[config.mk]
export PLATFORM = sky130hd
export DESIGN_NAME = distance_vector_route_table_unit
export DESIGN_NICKNAME = d
export VERILOG_FILES = /design/src/rtl/dvrt_pkg.sv /design/src/rtl/dvrt_front.sv /design/src/rtl/dvrt_back.sv /design/src/rtl/distance_vector_route_table_unit.sv
export SDC_FILE = /design/constraint.sdc
export NUM_CORES = 2
export LEC_CHECK = 0
export BUFFER_PORTS_ARGS = -buffer_cell sky130_fd_sc_hd__clkbuf_2
export CORE_ASPECT_RATIO = 0.9
export CORE_UTILIZATION = 50
export DETAILED_ROUTE_END_ITERATION = 10
export PLACE_DENSITY = 0.66
export SETUP_SLACK_MARGIN = 0.1
export SYNTH_ARGS = -nofsm -noshare
export SYNTH_HDL_FRONTEND = slang
export SYNTH_SLANG_ARGS = --single-unit
[constraint.sdc]
create_clock -name clk_i -period 14.7 [get_ports clk_i]
set_input_delay 1.47 -clock clk_i [delete_from_list [all_inputs] [get_ports clk_i]]
set_output_delay 1.47 -clock clk_i [all_outputs]
set_load 0.005 [all_outputs]
[src/rtl/dvrt_pkg.sv]
// dvrt_pkg: shared types and constants of the distance-vector route table unit
// no dependencies
package dvrt_pkg;

  localparam int unsigned NODES        = 16;
  localparam int unsigned NODE_W       = 4;
  localparam int unsigned HOP_W        = 5;
  localparam int unsigned COST_W       = 8;
  localparam int unsigned LIFE_W       = 2;
  localparam int unsigned QUEUE_DEPTH  = 2;

  localparam logic [COST_W-1:0] INF_COST     = 8'd255;
  localparam logic [LIFE_W-1:0] MAX_LIFETIME = 2'd3;
  localparam logic [HOP_W-1:0]  UNDEFINED    = 5'd16;

  typedef enum logic [2:0] {
    CMD_TICK    = 3'd0,
    CMD_SET     = 3'd1,
    CMD_COST    = 3'd2,
    CMD_HEADER  = 3'd3,
    CMD_ROW     = 3'd4,
    CMD_LOOKUP  = 3'd5,
    CMD_BAD6    = 3'd6,
    CMD_BAD7    = 3'd7
  } cmd_e;

  typedef enum logic [2:0] {
    KIND_ACK     = 3'd0,
    KIND_ROW     = 3'd1,
    KIND_DELIVER = 3'd2,
    KIND_FORWARD = 3'd3,
    KIND_DROP    = 3'd4
  } kind_e;

  // classified command handed from front to back
  typedef struct packed {
    cmd_e              cmd;
    logic [NODE_W-1:0] nbr;
    logic [NODE_W-1:0] dest;
    logic [HOP_W-1:0]  rnh;
    logic [COST_W-1:0] cost;
    logic              skip;
  } op_t;

  typedef struct packed {
    kind_e             kind;
    logic [NODE_W-1:0] dest;
    logic [HOP_W-1:0]  next_hop;
    logic [COST_W-1:0] cost;
    logic [NODES-1:0]  send_mask;
    logic              last;
  } res_t;

endpackage

[src/rtl/dvrt_front.sv]
// dvrt_front: accepts command beats, classifies them, and queues them for the back end
// depends on dvrt_pkg
module dvrt_front (
  input  logic                  clk_i,
  input  logic                  rst_ni,
  input  logic [2:0]            cmd_i,
  input  logic [3:0]            node_a_i,
  input  logic [3:0]            node_b_i,
  input  logic [3:0]            dest_i,
  input  logic [4:0]            row_next_hop_i,
  input  logic [7:0]            cost_i,
  input  logic [3:0]            self_node_i,
  input  logic                  push_i,
  output logic                  full_o,
  output logic                  op_valid_o,
  input  logic                  op_take_i,
  output dvrt_pkg::op_t         op_o
);
  import dvrt_pkg::*;

  op_t              mem_q [QUEUE_DEPTH];
  logic             wr_q, rd_q;
  logic [1:0]       cnt_q;
  op_t              op_in;
  logic [3:0]       pick;
  logic             do_push, do_pop;

  assign pick = (node_a_i == self_node_i) ? node_b_i : node_a_i;

  always_comb begin
    op_in      = '0;
    op_in.cmd  = cmd_e'(cmd_i);
    op_in.dest = dest_i;
    op_in.rnh  = row_next_hop_i;
    op_in.cost = cost_i;
    unique case (cmd_e'(cmd_i))
      CMD_SET, CMD_COST: begin
        op_in.nbr  = pick;
        op_in.skip = (pick == self_node_i);
      end
      CMD_HEADER: begin
        op_in.nbr  = node_a_i;
        op_in.skip = (node_a_i == self_node_i);
      end
      CMD_ROW: begin
        op_in.nbr  = node_a_i;
        op_in.skip = (node_a_i == self_node_i) || (dest_i == self_node_i)
                     || (row_next_hop_i == {1'b0, self_node_i});
      end
      default: begin
        op_in.nbr  = node_a_i;
      end
    endcase
  end

  assign full_o     = (cnt_q == 2'(QUEUE_DEPTH));
  assign op_valid_o = (cnt_q != 2'd0);
  assign op_o       = mem_q[rd_q];
  assign do_push    = push_i && !full_o;
  assign do_pop     = op_take_i && op_valid_o;

  always_ff @(posedge clk_i) begin
    if (do_push) mem_q[wr_q] <= op_in;
  end

  always_ff @(posedge clk_i or negedge rst_ni) begin
    if (!rst_ni) begin
      wr_q  <= 1'b0;
      rd_q  <= 1'b0;
      cnt_q <= 2'd0;
    end else begin
      if (do_push) wr_q <= ~wr_q;
      if (do_pop)  rd_q <= ~rd_q;
      cnt_q <= cnt_q + 2'(do_push) - 2'(do_pop);
    end
  end

  a_no_overflow: assert property (@(posedge clk_i) disable iff (!rst_ni)
    cnt_q <= 2'(QUEUE_DEPTH)) else $error("op queue overflow");
  a_full_blocks: assert property (@(posedge clk_i) disable iff (!rst_ni)
    full_o && !do_pop |=> cnt_q == 2'(QUEUE_DEPTH)) else $error("full queue changed");
  a_empty_valid: assert property (@(posedge clk_i) disable iff (!rst_ni)
    (cnt_q == 2'd0) |-> !op_valid_o) else $error("valid on empty queue");

endmodule

[src/rtl/dvrt_back.sv]
// dvrt_back: executes queued commands on the route and link tables, emits result beats
// depends on dvrt_pkg
module dvrt_back (
  input  logic                  clk_i,
  input  logic                  rst_ni,
  input  logic [3:0]            self_node_i,
  input  logic                  op_valid_i,
  output logic                  op_take_o,
  input  dvrt_pkg::op_t         op_i,
  output logic                  empty_o,
  input  logic                  pop_i,
  output dvrt_pkg::res_t        res_o
);
  import dvrt_pkg::*;

  localparam logic [1:0] ST_IDLE = 2'd0;
  localparam logic [1:0] ST_ROW  = 2'd1;
  localparam logic [1:0] ST_TICK = 2'd2;
  localparam logic [1:0] ST_EMIT = 2'd3;

  logic [COST_W-1:0] rcost_q [NODES];
  logic [HOP_W-1:0]  rnext_q [NODES];
  logic [COST_W-1:0] lcost_q [NODES];
  logic [LIFE_W-1:0] life_q  [NODES];
  logic [NODES-1:0]  nbr_q;

  logic [1:0]        st_q;
  logic [NODE_W-1:0] idx_q;
  op_t               op_q;
  logic [COST_W-1:0] cand_q;
  logic [HOP_W-1:0]  via_q;
  res_t              out_q;
  logic              out_v_q;

  logic              out_free;
  logic              emit_go;
  logic [NODES-1:0]  mask;
  logic [COST_W-1:0] rc, lc, base;
  logic [COST_W:0]   sum;
  logic [NODE_W-1:0] n;
  res_t              r;

  assign out_free  = !out_v_q || pop_i;
  assign emit_go   = ((st_q == ST_EMIT) || (st_q == ST_TICK)) && out_free;
  assign empty_o   = !out_v_q;
  assign res_o     = out_q;
  assign op_take_o = (st_q == ST_IDLE) && op_valid_i;
  assign n         = op_i.nbr;

  always_comb begin
    for (int i = 0; i < NODES; i++) mask[i] = nbr_q[i] && (lcost_q[i] != INF_COST);
  end

  // relaxation base from the neighbour's entries, registered before the compare
  assign rc   = rcost_q[op_i.nbr];
  assign lc   = lcost_q[op_i.nbr];
  assign base = (rc < lc) ? rc : lc;
  assign sum  = {1'b0, base} + {1'b0, op_i.cost};

  always_comb begin
    r      = '0;
    r.last = 1'b1;
    r.dest = op_q.dest;
    if (op_q.cmd == CMD_LOOKUP) begin
      if (op_q.dest == self_node_i) begin
        r.kind     = KIND_DELIVER;
        r.next_hop = {1'b0, self_node_i};
      end else begin
        r.next_hop = rnext_q[op_q.dest];
        r.cost     = rcost_q[op_q.dest];
        r.kind     = (r.next_hop != UNDEFINED || r.cost != INF_COST) ? KIND_FORWARD
                                                                     : KIND_DROP;
      end
    end else begin
      r.dest = '0;
    end
  end

  always_ff @(posedge clk_i) begin
    if (op_take_o) begin
      op_q   <= op_i;
      via_q  <= (rc < lc) ? rnext_q[op_i.nbr] : {1'b0, op_i.nbr};
      cand_q <= (sum >= {1'b0, INF_COST}) ? INF_COST : sum[COST_W-1:0];
    end
  end

  always_ff @(posedge clk_i or negedge rst_ni) begin
    if (!rst_ni) begin
      st_q    <= ST_IDLE;
      idx_q   <= '0;
      out_q   <= '0;
      out_v_q <= 1'b0;
      nbr_q   <= '0;
      for (int i = 0; i < NODES; i++) begin
        rcost_q[i] <= INF_COST;
        rnext_q[i] <= UNDEFINED;
        lcost_q[i] <= INF_COST;
        life_q[i]  <= '0;
      end
    end else begin
      if (emit_go) out_v_q <= 1'b1;
      else if (pop_i && out_v_q) out_v_q <= 1'b0;
      unique case (st_q)
        ST_IDLE: begin
          if (op_valid_i) begin
            unique case (op_i.cmd)
              CMD_TICK: begin
                idx_q <= '0;
                st_q  <= ST_TICK;
              end
              CMD_SET: begin
                if (!op_i.skip) begin
                  nbr_q[n]   <= 1'b1;
                  lcost_q[n] <= op_i.cost;
                  rnext_q[n] <= {1'b0, n};
                  rcost_q[n] <= op_i.cost;
                end
                st_q <= ST_EMIT;
              end
              CMD_COST: begin
                if (!op_i.skip) begin
                  if (life_q[n] != '0) begin
                    rnext_q[n] <= {1'b0, n};
                    rcost_q[n] <= op_i.cost;
                  end
                  lcost_q[n] <= op_i.cost;
                  nbr_q[n]   <= 1'b1;
                end
                idx_q <= '0;
                st_q  <= ST_TICK;
              end
              CMD_HEADER: begin
                if (!op_i.skip) begin
                  if (life_q[n] == '0) begin
                    rnext_q[n] <= {1'b0, n};
                    rcost_q[n] <= lcost_q[n];
                  end
                  life_q[n] <= MAX_LIFETIME;
                  nbr_q[n]  <= 1'b1;
                end
                st_q <= ST_EMIT;
              end
              CMD_ROW: st_q <= ST_ROW;
              CMD_LOOKUP: st_q <= ST_EMIT;
              default: st_q <= ST_IDLE;
            endcase
          end
        end
        ST_ROW: begin
          // read-modify-write of the destination entry
          if (!op_q.skip && ((rcost_q[op_q.dest] > cand_q)
              || (rnext_q[op_q.dest] == {1'b0, op_q.nbr}))) begin
            rcost_q[op_q.dest] <= cand_q;
            rnext_q[op_q.dest] <= (cand_q == INF_COST) ? UNDEFINED : via_q;
          end
          st_q <= ST_EMIT;
        end
        ST_EMIT: begin
          if (out_free) begin
            out_q <= r;
            st_q  <= ST_IDLE;
          end
        end
        ST_TICK: begin
          // one table row a cycle while the result slot is free; on a tick, ageing applied on the row in flight
          if (out_free) begin
            logic [LIFE_W-1:0] nl;
            logic              expire;
            nl     = life_q[idx_q];
            expire = 1'b0;
            out_q.kind      <= KIND_ROW;
            out_q.dest      <= idx_q;
            out_q.send_mask <= mask;
            out_q.last      <= (idx_q == NODE_W'(NODES - 1));
            if (op_q.cmd == CMD_TICK && nbr_q[idx_q]) begin
              if (nl != '0) nl = nl - 1'b1;
              life_q[idx_q] <= nl;
              expire = (nl == '0) && (rnext_q[idx_q] == {1'b0, idx_q});
            end
            if (expire) begin
              rnext_q[idx_q] <= UNDEFINED;
              rcost_q[idx_q] <= INF_COST;
            end
            if (idx_q == self_node_i) begin
              out_q.next_hop <= {1'b0, self_node_i};
              out_q.cost     <= '0;
            end else if (expire) begin
              out_q.next_hop <= UNDEFINED;
              out_q.cost     <= INF_COST;
            end else begin
              out_q.next_hop <= rnext_q[idx_q];
              out_q.cost     <= rcost_q[idx_q];
            end
            idx_q   <= idx_q + 1'b1;
            if (idx_q == NODE_W'(NODES - 1)) st_q <= ST_IDLE;
          end
        end
        default: st_q <= ST_IDLE;
      endcase
    end
  end

  a_take_idle: assert property (@(posedge clk_i) disable iff (!rst_ni)
    op_take_o |-> st_q == ST_IDLE) else $error("op taken while busy");
  a_out_hold: assert property (@(posedge clk_i) disable iff (!rst_ni)
    out_v_q && !pop_i |=> out_v_q && $stable(out_q)) else $error("result lost");
  a_row_emit: assert property (@(posedge clk_i) disable iff (!rst_ni)
    st_q == ST_ROW |=> st_q == ST_EMIT) else $error("row update stuck");

endmodule

[src/rtl/distance_vector_route_table_unit.sv]
// distance_vector_route_table_unit: top level of the route table engine
// depends on dvrt_pkg, dvrt_front, dvrt_back
//
//  channel  | handshake        | beat
//  ---------+------------------+----------------------------------------------
//  command  | push_i / full_o  | cmd, node_a, node_b, dest, row_next_hop, cost
//  result   | pop_i / empty_o  | kind, out_dest, out_next_hop, out_cost, mask, last
//  config   | cfg_valid_i/rdy  | self_node
//
// ack and lookup commands pass idle then emit; table_row adds a row state between (read, then write)
// tick and a link cost change stream 16 table rows, one per cycle while the result slot is free
// unknown commands give no result
// the back end sequencer is the limit: it owns the single table update path
// a two-entry command queue lets push proceed while results wait on pop
// reset clears every table at once; no clearing pass
module distance_vector_route_table_unit (
  input  logic        clk_i,
  input  logic        rst_ni,
  input  logic        push,
  output logic        full,
  input  logic [2:0]  cmd_i,
  input  logic [3:0]  node_a_i,
  input  logic [3:0]  node_b_i,
  input  logic [3:0]  dest_i,
  input  logic [4:0]  row_next_hop_i,
  input  logic [7:0]  cost_i,
  output logic        empty,
  input  logic        pop,
  output logic [2:0]  kind_o,
  output logic [3:0]  out_dest_o,
  output logic [4:0]  out_next_hop_o,
  output logic [7:0]  out_cost_o,
  output logic [15:0] send_mask_o,
  output logic        last_o,
  input  logic        cfg_valid_i,
  output logic        cfg_ready_o,
  input  logic [3:0]  cfg_data_i
);
  import dvrt_pkg::*;

  logic [3:0] self_q;
  logic       op_valid, op_take;
  op_t        op;
  res_t       res;

  // self_node register, always ready
  assign cfg_ready_o = 1'b1;
  always_ff @(posedge clk_i or negedge rst_ni) begin
    if (!rst_ni) self_q <= '0;
    else if (cfg_valid_i) self_q <= cfg_data_i;
  end

  dvrt_front u_front (
    .clk_i, .rst_ni, .cmd_i, .node_a_i, .node_b_i, .dest_i, .row_next_hop_i, .cost_i,
    .self_node_i(self_q), .push_i(push), .full_o(full),
    .op_valid_o(op_valid), .op_take_i(op_take), .op_o(op)
  );

  dvrt_back u_back (
    .clk_i, .rst_ni, .self_node_i(self_q),
    .op_valid_i(op_valid), .op_take_o(op_take), .op_i(op),
    .empty_o(empty), .pop_i(pop), .res_o(res)
  );

  assign kind_o         = res.kind;
  assign out_dest_o     = res.dest;
  assign out_next_hop_o = res.next_hop;
  assign out_cost_o     = res.cost;
  assign send_mask_o    = res.send_mask;
  assign last_o         = res.last;

endmodule

Yosys cells after proc, flatten, opt, wreduce, memory -nomap -nowiden

Memory sizes are Yosys's and may differ from the RTL's.
Index checks and enable logic that the tools add are counted.

$add $sub $neg: 5
Magnitude comparators: 12
Bitwise operators: 12
Equality and inequality tests: 58
Mux-type cells: 121
Reduce and logical (&&, ||, !) cells: 61

Operators by type and width:

| kind                                         | count |
|---|---|
| 128-bit two-way mux                          | 9 |
| 128-bit case mux with 3 select lines         | 2 |
| 80-bit two-way mux                           | 9 |
| 128-bit bitwise mux                          | 4 |
| 80-bit case mux with 3 select lines          | 2 |
| 80-bit bitwise mux                           | 2 |
| 32-bit two-way mux                           | 5 |
| 8-bit inequality test, second input constant | 17 |
| 8-bit binary-select mux with 4-bit select    | 4 |
| 128-bit bitwise OR                           | 1 |
| 8-bit two-way mux                            | 13 |
| 8-bit demux with 4-bit select                | 3 |
| 37-bit two-way mux                           | 2 |
| 37-bit case mux with 2 select lines          | 1 |
| 64-bit bitwise AND                           | 1 |
| 64-bit inverter                              | 1 |
| 32-bit case mux with 2 select lines          | 1 |
| 5-bit binary-select mux with 4-bit select    | 3 |
| 5-bit demux with 4-bit select                | 3 |
| 5-bit two-way mux                            | 11 |
| 13-bit two-way mux                           | 3 |
| 32-bit bitwise mux                           | 1 |
| 16-bit bitwise OR                            | 2 |
| 32-bit bitwise OR                            | 1 |
| 53 further kinds                             | 168 |

Bits of input ports: 37
Memories kept: 1
RAM bits: 50
Output and inout port bits: 40
Word-level logic and storage cells: 355
Flip-flop bits (word level): 461

Memory list:

| memory        | depth | width | read ports | clocked after memory_dff | write ports | line             | text |
|---|---|---|---|---|---|---|---|
| u_front.mem_q | 2     | 25    | 1          | 0                        | 1           | dvrt_front.sv:21 | `op_t mem_q [QUEUE_DEPTH];` |

Logic depth before layout (Yosys ltp)

Word-level depth: 18
Gate-level depth with buffers: 28
Mapped depth without buffers: 23

Modules after synthesis

A second synthesis with hierarchy kept.

Cells, all modules: 3,035
Area total of the unflattened synthesis: 33,156.8 µm²

Modules (own cells, without submodules):

| module                           | instances | sequential area each (µm²) | area each (µm²) | cells each |
|---|---|---|---|---|
| dvrt_back                        | 1         | 11,801.3                   | 30,621.9        | 2,875 |
| dvrt_front                       | 1         | 1,601.5                    | 2,378.5         | 150 |
| distance_vector_route_table_unit | 1         | 100.1                      | 156.4           | 10 |

Worst setup path before layout

No wires, ideal clock.

Path kind: reg-to-reg
Start: reg u_front.rd_q
End: reg u_back.cand_q[0] (data pin)
Arrival: 6,142 ps
Path slack: 8,288 ps
Stages on the path, launching flop included: 27
Period minus slack after synthesis: 6,412 ps
Setup time: 270 ps
Path through: dfrtp_1 > mux2_2 > buf_4 > buf_4 > buf_4 > buf_4 > buf_2 > buf_2 > mux4_2 > nand2_1 > a31oi_1 > ha_1 > a21o_1 > a21o_1 > a21o_1 > o31ai_1 > buf_2 > mux2_2 > fa_1 > a21oi_1 > nor2_1 > nor2_1 > o21bai_1 > a21oi_1 > o21bai_1 > a21oi_1 > nand2b_1

Longest elaborated chain between the ends: 9

RTL lines:

| item                                                                | line                             | text |
|---|---|---|
| from (decl)                                                         | dvrt_front.sv:22                 | `logic wr_q, rd_q;` |
| from (signal assigned)                                              | dvrt_front.sv:73                 | `if (do_pop) rd_q <= ~rd_q;` |
| memory read 2 x 25 bit *                                            | -                                |  |
| 4-bit inverter with 5-bit output (implied by the code)              | dvrt_back.sv:55, dvrt_back.sv:56 |  |
| 8-bit binary-select mux with 4-bit select, on equally long branches | dvrt_back.sv:55, dvrt_back.sv:56 |  |
| 8-bit two-way mux, on equally long branches (2 in a row)            | dvrt_back.sv:55, dvrt_back.sv:56 |  |
| 8-bit less-than comparator                                          | dvrt_back.sv:57                  | `assign base = (rc < lc) ? rc : lc;` |
| 8-bit two-way mux                                                   | dvrt_back.sv:57                  |  |
| 8-bit by 8-bit adder with 9-bit output *                            | dvrt_back.sv:58                  | `assign sum = {1'b0, base} + {1'b0, op_i.cost};` |
| 9-bit by 8-bit >= comparator with 1-bit output                      | dvrt_back.sv:83                  | `cand_q <= (sum >= {1'b0, INF_COST}) ? INF_COST : sum[COST_W-1:0];` |
| to (signal assigned)                                                | dvrt_back.sv:83                  |  |
| to (decl)                                                           | dvrt_back.sv:30                  | `logic [COST_W-1:0] cand_q;` |

Mark *: on every way between the ends. The rest lies on a longest branch, timed or not. The select of a mux whose other input is x is not followed.
A chain may end at the register's enable or synchronous reset.

Worst setup path in the final report

Start: reg u_front.rd_q
End: reg u_back.cand_q[7] (data pin)

Same word-level chain as after synthesis.

==> summary.md <==
| Metric | Value |
|---|---|
| Pre-CTS setup slack | `between 7000 and 8000 ps` |
| Post-synthesis instance total | `around 3400` |
| Mapped cell area | `~33000 µm²` |
| CTS max path bufs | `3` |
| Gr usage total | `39.5%` |
| Flop-to-flop setup slack | `about 7000 ps` |
| LEAKAGE | `13.3 nW` |
| Register area share after synthesis | `between 30% and 40%` |
| RSZ-0062 raised after global routing | `no` |
| FMAX | `~130 MHz` |
| Reg-to-Reg Start | `u_front.rd_q$_DFFE_PN0P_` |
| Vias per cell | `roughly 7.5` |
| Setup_tns | `0 ps` |
| Clock period minus worst slack | `just under 8000 ps` |
| Postcts setup bufs | `0` |
| Routed wire length per instance | `roughly 32 µm` |
| Largest net degree at the start of global routing | `a little under 100` |
| Initial core utilization | `between 50% and 60%` |
| HPWL after DPL | `approximately 92000 µm` |
| Synth Net Count | `about 3400` |
| Critical path launch point | `u_front.rd_q$_DFFE_PN0P_` |
| Via count | `about 31000` |
| Arr. time, crit path | `between 8000 and 9000 ps` |
| CTS tree | `done` |
| Routability congestion estimate | `1.01` |
| Layout net count | `3350` |
| Critical path type | `register to register` |
| Total gr overflow | `0` |
| DR pass1 iterations | `10` |
| Power Dens Cells | `roughly 250 nW/µm²` |
| Ratio of cells with drive above 1 in the final layout | `roughly 25%` |
| IO Port Bufs | `75` |
| Clock skew | `40.6 ps` |
| Root Buffer | `clkbuf_16` |
| Hold crit path type | `register to register` |
| Max stage delay cell, worst path | `dfrtp_2` |
| First-pass GRT wire length | `~200000 µm` |
| Worst setup endpoint | `u_back.cand_q[7]$_SDFFCE_PP1P_` |
| R2r endpoint | `u_back.cand_q[7]$_SDFFCE_PP1P_` |
| Share of synthesized registers carrying an async set or reset | `around 87%` |
| Drt drc | `8` |
| Crit-path max FO | `39` |
| Post_cts resized | `0` |
| Status | `complete, but fails checks` |
| # IOs | `77` |
| Element type at the critical path start | `register` |
| Gr busiest metal | `met2` |
| Worst Tran Pin Value | `1380 ps` |
| H-tree level count | `2` |
| DR iter-0 viols | `5465` |
| Die height | `between 200 and 250 µm` |
| Die area | `67900 µm²` |
| Library cells used by synthesis | `around 80` |
| Clk slew on worst S/H paths | `about 60 ps` |
| Met3 Use GR | `12.1%` |
| Peak supply drop | `283 µV` |
| Max incr delay on CP | `roughly 970 ps` |
| Hold Vio Cnt, Final | `0` |
| ANT nets after route | `0` |
| CTS Hold Buffers Added | `0` |
| Met1 Use GR | `between 50% and 60%` |
| Headroom to the max-slew limit | `about 7.6%` |
| Ys Warns | `0` |
| Layout Utilization | `~55%` |
| Core Box Area | `65800 µm²` |
| Post-route setup slack | `~7000 ps` |
| Filler Cell Count | `roughly 5700` |
| Average cell area after synthesis | `9.94 µm²` |
| Cell chain of the critical path | `mux2i_1 -> clkinv_2 -> buf_4 -> buf_4 -> mux4_2 -> nand2_1 -> and3_1 -> a31oi_1 -> ha_1 -> a21o_1 -> a21o_1 -> a21o_1 -> o31ai_2 -> buf_4 -> mux2_2 -> fa_1 -> a21oi_1 -> nor2_1 -> nor2_1 -> o21bai_1 -> a21oi_1 -> o21bai_1 -> a21oi_1 -> nand2_1` |
| FF+latch area | `13200 µm²` |
| Required time of the critical path | `roughly 15000 ps` |
| Num CTS Buffers | `55` |
| Initial antenna violation count | `4` |
| Clk_lat worst skew | `660 ps` |
| Final WL | `between 100000 and 150000 µm` |
| Violated checks | `design-rule violations` |
| Max Cap Viol | `0` |
| Setup crit end kind | `register` |
| Area grow syn2layout | `8.67%` |
| Final worst-path cycle share | `a little over half` |
| Met2 GRT Util | `a little under three fifths` |
| Width of the die | `between 200 and 300 µm` |
| Setup-failing EPs final | `0` |
| Vias in the first global route | `about 29000` |
| Main synth FF type | `dfstp_2` |
| Post-synth EDFFs | `between 60 and 70` |
| # clock sinks | `about 500` |
| Synthesized flop and latch total | `501` |
| Register-to-Register Path Depth | `24` |
| Multi-input logic area | `approximately 19000 µm²` |
| Row count | `89` |
| Slew Viols, Final | `0` |
cells by family after synthesis:
kind of cell               count (synthesis)  synth area share, %
AOI/OAI and AO/OA                       1232                 23.4
and+or+nand+nor                          809                 10.6
DFF                                      501                 39.5
muxes                                    371                 19.6
buffers and inverters                    371                 4.49
xor gates and xnor gates                  42                 1.10
adders and majority gates                 35                 1.33
other                                      1               0.0112
power breakdown:
part           total, mW  leakage [nW]  internal, mW  switching, mW
Sequential          2.60          5.47          2.05          0.558
Clock               1.42         0.898         0.791          0.632
Combinational       4.97          6.90          1.69           3.29
Total               9.00          13.3          4.52           4.48
per-layer routing:
metal	vias up	wire length [µm]
met4	0	8400
met5	-	0
met2	2540	56200
li1	12700	-
met1	15600	50800
met3	512	19400
final cells by class:
type                    instances  share of cell area, %
clock buffers                  72                   4.22
flip-flops and latches        501                   36.4
clock inverters                30                  0.768
well taps                     864                   2.98
multi-input cells            2490                   52.0
repair buffers                170                   3.02
inverters                      60                  0.627
diodes                          3                 0.0207
Yosys cell counts, types with 26 or more instances:
cell	n	area, µm²
o2bb2ai_1	117	1020
buf_2	50	250
o211ai_1	26	195
dfstp_2	272	7150
mux2i_1	116	1160
nand3_1	32	160
a21oi_1	258	1290
nor3_1	35	175
mux4_2	224	5040
nor2_1	312	1170
ha_1	34	425
nand2_1	281	1050
o21ai_0	424	2120
mux2_2	31	349
xnor2_1	31	272
nand4_1	51	319
edfxtp_1	65	1950
a22oi_1	116	871
inv_1	50	188
dfrtp_1	164	4100
clkbuf_1	225	845
a31oi_1	46	288
worst max-delay path, delay by kind of cell (launching register included):
family,cells,cell delay (ps)
AOI/OAI and AO/OA,10,2190
adders and majority gates,2,740
buffers and inverters,4,1770
DFF,1,970
muxes,3,1080
and+or+nand+nor,5,590
worst min-delay path by stage:
stage,from,endpoint,cells after the start
final,u_back.res_o[7]$_DFFE_PN0P_,u_back.res_o[7]$_DFFE_PN0P_,2
after global routing,u_back.res_o[9]$_DFFE_PN0P_,u_back.res_o[9]$_DFFE_PN0P_,2
after CTS,u_back.res_o[3]$_DFFE_PN0P_,u_back.res_o[3]$_DFFE_PN0P_,2
after detailed placement,u_back.res_o[7]$_DFFE_PN0P_,u_back.res_o[7]$_DFFE_PN0P_,2
after global placement,u_back.res_o[14]$_DFFE_PN0P_,u_back.res_o[14]$_DFFE_PN0P_,2
after floorplan,u_back.nbr_q[8]$_DFFE_PN0P_,u_back.nbr_q[8]$_DFFE_PN0P_,1
through the flow:
stage	std cells	power, mW	area, µm²	hold WS, ps
floorplan	3362	5.63	33400	442
global placement	4085	7.25	34500	455
detailed placement	4085	7.35	34500	458
CTS	4187	8.79	36300	473
global route	4188	9.33	36300	494
finish	4190	9.00	36300	472
flip-flops by register name (all words and copies together) (netlist names):
name and flops:
self_q 4, u_back.cand_q 8, u_back.idx_q 4, u_back.lcost_q 128, u_back.life_q 32, u_back.nbr_q 16
u_back.op_q 12, u_back.out_v_q 1, u_back.rcost_q 128, u_back.res_o 37, u_back.rnext_q 80, u_back.st_q 2
u_back.via_q 5, u_front.cnt_q 2, u_front.mem_q 40, u_front.rd_q 1, u_front.wr_q 1
cell usage in the layout, fill, tap and decap left out, types with 18 or more instances in the layout:
master / Yosys / layout
o21ai_0: 424 / 424
nor2_1: 312 / 312
nand2_1: 281 / 280
dfstp_2: 272 / 272
a21oi_1: 258 / 257
mux4_2: 224 / 224
dfrtp_1: 164 / 161
o2bb2ai_1: 117 / 117
a22oi_1: 116 / 116
mux2i_1: 116 / 107
buf_4: 10 / 95
clkbuf_2: 0 / 74
edfxtp_1: 65 / 65
clkbuf_16: 0 / 56
nand4_1: 51 / 51
inv_1: 50 / 48
a31oi_1: 46 / 46
nor3_1: 35 / 33
nand3_1: 32 / 32
ha_1: 34 / 32
xnor2_1: 31 / 31
mux2_2: 31 / 30
o211ai_1: 26 / 26
o21bai_1: 24 / 24
a21o_1: 22 / 22
clkinv_2: 0 / 19
o22ai_1: 19 / 18
a221o_1: 18 / 18
o31ai_1: 19 / 18
a211oi_1: 18 / 18
Note: power is estimated with default switching activity, not from simulation.
